===== config.mk =====
export PLATFORM = sky130hd
export DESIGN_NAME = mmsl_div_stage
export DESIGN_NICKNAME = d
export VERILOG_FILES = /design/src/mmsl_pkg.sv /design/src/mmsl_div_stage.sv
export SDC_FILE = /design/constraint.sdc
export NUM_CORES = 1
export LEC_CHECK = 0
export BUFFER_PORTS_ARGS = -buffer_cell sky130_fd_sc_hd__buf_2
export CORE_ASPECT_RATIO = 0.7
export CORE_MARGIN = 8
export CORE_UTILIZATION = 43
export DETAILED_ROUTE_END_ITERATION = 12
export PLACE_DENSITY = 0.76
export SLEW_MARGIN = 0
export SYNTH_ARGS = -nofsm -noshare
export SYNTH_HDL_FRONTEND = slang
export SYNTH_SLANG_ARGS = --single-unit

===== constraint.sdc =====
create_clock -name clk -period 0.8 [get_ports clk]
set_clock_uncertainty 0.2 [all_clocks]
set_input_delay 0.08 -clock clk [delete_from_list [all_inputs] [get_ports clk]]
set_output_delay 0.08 -clock clk [all_outputs]
set_load 0.02 [all_outputs]

===== src/mmsl_pkg.sv =====
// ----------------------------------------------------------------------------
// mmsl_pkg: shared widths, types and constants for the mecanum mixer
// Widths of the mixed sums, magnitudes and the one-bit-per-stage divider,
// plus the structs that travel down the divider pipeline.
// ----------------------------------------------------------------------------
package mmsl_pkg;

    // Field widths
    localparam int IN_W   = 16;  // vx, vy, wz
    localparam int LIM_W  = 15;  // speed_limit
    localparam int OUT_W  = 16;  // wheel outputs
    localparam int LANES  = 4;   // wheels

    // Three 16-bit terms need two extra bits
    localparam int SUM_W  = IN_W + 2;
    // Magnitude of a sum is at most 3 * 2^15
    localparam int MAG_W  = SUM_W - 1;
    // magnitude * limit
    localparam int PROD_W = MAG_W + LIM_W;
    // Scaled magnitude never exceeds the limit
    localparam int Q_W    = LIM_W;

    // One quotient bit per divider stage
    localparam int DIV_STAGES = Q_W;
    // mix, magnitude, peak, multiply, divider stages, output register
    localparam int LATENCY    = 4 + DIV_STAGES + 1;

    // Wheel order in all lane arrays
    localparam int W_LF = 0;
    localparam int W_RF = 1;
    localparam int W_RB = 2;
    localparam int W_LB = 3;

    // Partial remainder and shifting dividend/quotient word of one lane
    typedef struct packed {
        logic [MAG_W-1:0] rem;
        logic [Q_W-1:0]   qn;
    } lane_t;

    typedef lane_t [LANES-1:0] lanes_t;

    // Side band that travels with the lanes
    typedef struct packed {
        logic             valid;
        logic             scale;
        logic [MAG_W-1:0] divisor;
        logic [LANES-1:0] neg;
    } ctl_t;

endpackage


===== src/mmsl_div_stage.sv =====
// ----------------------------------------------------------------------------
// mmsl_div_stage: one restoring-division step for all four wheel lanes
// Brings down the next dividend bit, compares against the shared divisor,
// subtracts when it fits and shifts the quotient bit in. Registered output.
// ----------------------------------------------------------------------------
module mmsl_div_stage (
    input  logic            clk,
    input  logic            rst_n,
    input  mmsl_pkg::ctl_t  ctl_in,
    input  mmsl_pkg::lanes_t lanes_in,
    output mmsl_pkg::ctl_t  ctl_out,
    output mmsl_pkg::lanes_t lanes_out
);

    logic                              valid_reg;
    logic                              scale_reg;
    logic [mmsl_pkg::MAG_W-1:0]        divisor_reg;
    logic [mmsl_pkg::LANES-1:0]        neg_reg;
    mmsl_pkg::lanes_t lanes_reg;
    mmsl_pkg::lanes_t lanes_next;

    // Trial subtract per lane
    always_comb
    begin
        logic [mmsl_pkg::MAG_W:0] trial;
        logic [mmsl_pkg::MAG_W:0] diff;
        logic                     fits;
        for (int i = 0; i < mmsl_pkg::LANES; i++)
        begin
            trial = {lanes_in[i].rem, lanes_in[i].qn[mmsl_pkg::Q_W-1]};
            diff  = trial - {1'b0, ctl_in.divisor};
            fits  = (trial >= {1'b0, ctl_in.divisor});
            lanes_next[i].rem = fits ? diff[mmsl_pkg::MAG_W-1:0]
                                     : trial[mmsl_pkg::MAG_W-1:0];
            lanes_next[i].qn  = {lanes_in[i].qn[mmsl_pkg::Q_W-2:0], fits};
        end
    end

    // Advance valid
    always_ff @(posedge clk or negedge rst_n)
    begin
        if (!rst_n)
        begin
            valid_reg <= 1'b0;
        end
        else
        begin
            valid_reg <= ctl_in.valid;
        end
    end

    // Advance payload
    always_ff @(posedge clk)
    begin
        scale_reg   <= ctl_in.scale;
        divisor_reg <= ctl_in.divisor;
        neg_reg     <= ctl_in.neg;
        lanes_reg   <= lanes_next;
    end

    assign ctl_out   = {valid_reg, scale_reg, divisor_reg, neg_reg};
    assign lanes_out = lanes_reg;

endmodule


==> impl_metrics.json <==
{
  "final_util": 0.922,
  "via_count": 9941,
  "numCtsBuffers": 17,
  "stdcell_area_sq_mm": 0.0149,
  "preCtsSetupSlack_ns": -1.98,
  "p_leak_uw": 0.00707,
  "start_util": 0.435,
  "n_fill_cell": 535,
  "clockBufferDepth": 2,
  "cp-end-kind": "flop",
  "netlist_instances": 739,
  "drt_first_pass_iters": 9,
  "ys_warn_count": 0,
  "hold_violations": 42,
  "max_stage_delay_ns": 0.88,
  "hpwl_um": 20600,
  "hold_depth": 2,
  "routed_via_density": 5.97,
  "clockRootBuffer": "clkbuf_16",
  "fmax_ghz": 0.333,
  "syn2layout_area_growth_pct": 112,
  "overflow": 0,
  "grt_use_total": 0.333,
  "status": "finished with violations",
  "htreeDepth": 4,
  "dpl_cell_area_sq_mm": 0.0106,
  "syn_area_sq_mm": 0.00705,
  "grt_pass1_wl_um": 53900,
  "worstPathArrival_ns": 3.13,
  "drt_wl_total_um": 45000,
  "crit_path_max_fanout": 4,
  "die_h_um": 123,
  "hp-class": "primary input to flop",
  "coreArea_sq_mm": 0.0162,
  "synth_cell_types": 61,
  "ir_worst_vdd_uv": 1560,
  "numClockSinks": 151,
  "crit_required_ns": 0.93,
  "design.die.area_sq_mm": 0.0208,
  "holdWs_ns": -0.345,
  "synth-seq-cells": 151,
  "antenna_found_initial": 4,
  "failed_checks": "negative hold slack, negative setup slack",
  "tns_ns": -169.25,
  "crit_slowest_cell": "o311ai_1",
  "rsz0062_at_grt": "true",
  "synth_edf_count": 0,
  "async_flop_share": 0.00662,
  "ys.flop_type": "dfxtp_1",
  "drc": 0,
  "grt_pass1_vias": 9763,
  "hp-start": "ctl_in[4]",
  "min_to": "divisor_reg[0]",
  "post-route-period-util": 3.75,
  "yosysSeqAreaShare": 0.429,
  "cap_viol_max_count": 0,
  "grt_max_degree": 17,
  "drive_gt1_frac": 0.661,
  "slew_viol_final": 0,
  "wl_per_cell_um": 27.0,
  "worst_slack_ns": -2.20,
  "p_total_uw": 29600,
  "powerDensity_mw_per_mm2": 1980,
  "io_buffers": 303,
  "synth_nets": 964,
  "synth.avg_cell_area_sq_um": 9.54,
  "boundaryPins": 304,
  "min_period_ns": 3.00,
  "worstPathCellList": "buf_2 > inv_1 > ha_1 > o21ai_0 > a21oi_2 > o311ai_1 > a31oi_1 > a211oi_1 > xnor2_1 > mux2_4",
  "cts_tree": "built",
  "critPathKind": "primary input to flop",
  "cp-start-kind": "primary input",
  "final_net_count": 1649,
  "path_clk_slew_ns": 0.07,
  "rows": 39,
  "die_w_um": 169,
  "largest_reg_flops": 128,
  "gp_congestion": 0.914,
  "initialDrtViolationCount": 1305,
  "postRouteAntennaNets": 0,
  "relSlewSlack": 0.309,
  "tightest_slew_ns": 1.02,
  "setup_viol": 223
}
-- how the worst max path moves through the flow --
stage	startpoint	end	slack, ns	cells past startpoint
6_report	ctl_in[6]	lanes_out[94]	-2.20	10
5_1_grt	ctl_in[6]	lanes_out[94]	-2.70	10
4_1_cts	lanes_in[78]	lanes_out[86]	-1.44	12
3_5_place_dp	ctl_in[5]	lanes_out[86]	-1.98	10
3_3_place_gp	ctl_in[5]	lanes_out[55]	-1.95	12
2_1_floorplan	ctl_in[5]	lanes_out[80]	-1.79	9
-- report_power, final --
| part | leakage (uW) | switching [uW] | internal [uW] |
|---|---|---|---|
| Sequential | 0.00128 | 638 | 8700 |
| Clock | 0.000253 | 3840 | 4050 |
| Combinational | 0.00554 | 6210 | 6170 |
-- cells in the mapped netlist (6+ instances only) --
master / instances / area, sq um
dfxtp_1: 150 / 3000
nand2_1: 70 / 263
ha_1: 68 / 851
a21oi_1: 59 / 295
o21ai_0: 58 / 290
inv_1: 49 / 184
nor2_1: 31 / 116
xnor2_1: 29 / 254
mux2_2: 20 / 225
xor2_1: 19 / 166
a21o_1: 18 / 135
o21ai_1: 14 / 70.1
nand3_1: 12 / 60.1
nand4_1: 11 / 68.8
o21bai_1: 10 / 75.1
a211oi_1: 9 / 67.6
clkbuf_1: 8 / 30.0
o21a_1: 7 / 52.6
and3_1: 6 / 37.5
nand2b_1: 6 / 37.5
nor2b_1: 6 / 37.5
nor3_1: 6 / 30.0
-- layout by cell type, fill, tap and decap left out, types with 26 or more instances in the layout --
cell	netlist	final
a21oi_1	59	46
dfxtp_2	0	150
nand2_1	70	29
nor2_1	31	30
xnor2_1	29	29
dlygate4sd3_1	0	108
buf_6	2	187
buf_2	2	147
buf_4	5	222
inv_1	49	30
o21ai_2	0	32
ha_1	68	47
o21ai_0	58	26
-- layer usage --
layer,part of all wire,track usage,wire (um)
met1,0.33,0.357,14800
met4,0.087,0.175,3900
met5,0.00060,0,27
met2,0.45,0.580,20200
met3,0.13,0.121,6060
-- worst max-delay path: cells and delay by family --
family / cells / cell delay (ns)
XOR/XNOR: 1 / 0.16
adder cells (fa/ha/maj): 1 / 0.35
AO/OA/AOI/OAI: 5 / 1.89
buffers and inverters: 2 / 0.34
multiplexers: 1 / 0.29
-- what timing repair did --
action | in CTS | in global routing
gates resized for setup | 605 | 165
endpoints found under the hold margin | 150 | 43
buffers inserted | 28 | 24
cloned | 5 | 1
pin swaps | 51 | 77
hold buffers | 108 | 1
endpoints found under the setup margin | 223 | 224
-- area by class of cell --
cell class                      count  area (sq um)  area share
Clock inverter                     14           115     0.00771
Tap cell                          225           282      0.0189
Sequential cell                   151          3220       0.215
Timing Repair Buffer              683          5920       0.396
Antenna cell                        3          7.51    0.000503
Inverter                           50           213      0.0142
Multi-Input combinational cell    521          4750       0.318
Clock buffer                       18           429      0.0287
-- cells by family (layout without fill, tap and decap cells) --
| kind of cell | count (synthesis) | after routing | synth area share |
|---|---|---|---|
| other | 0 | 3 | 0 |
| buffers and inverters | 67 | 765 | 0.0408 |
| multiplexers | 26 | 26 | 0.0410 |
| AND/OR/NAND/NOR | 158 | 158 | 0.103 |
| AO/OA/AOI/OAI | 217 | 217 | 0.194 |
| adder cells (fa/ha/maj) | 72 | 72 | 0.132 |
| XOR/XNOR | 48 | 48 | 0.0596 |
| flip-flops | 151 | 151 | 0.429 |
-- through the flow --
step,cells,hold slack (ns)
floorplan,739,-0.416
global route,1664,-0.363
global placement,1477,-0.343
finish,1665,-0.345
CTS,1647,-0.345
detailed placement,1477,-0.342
Power figures use the tool's default switching activity.
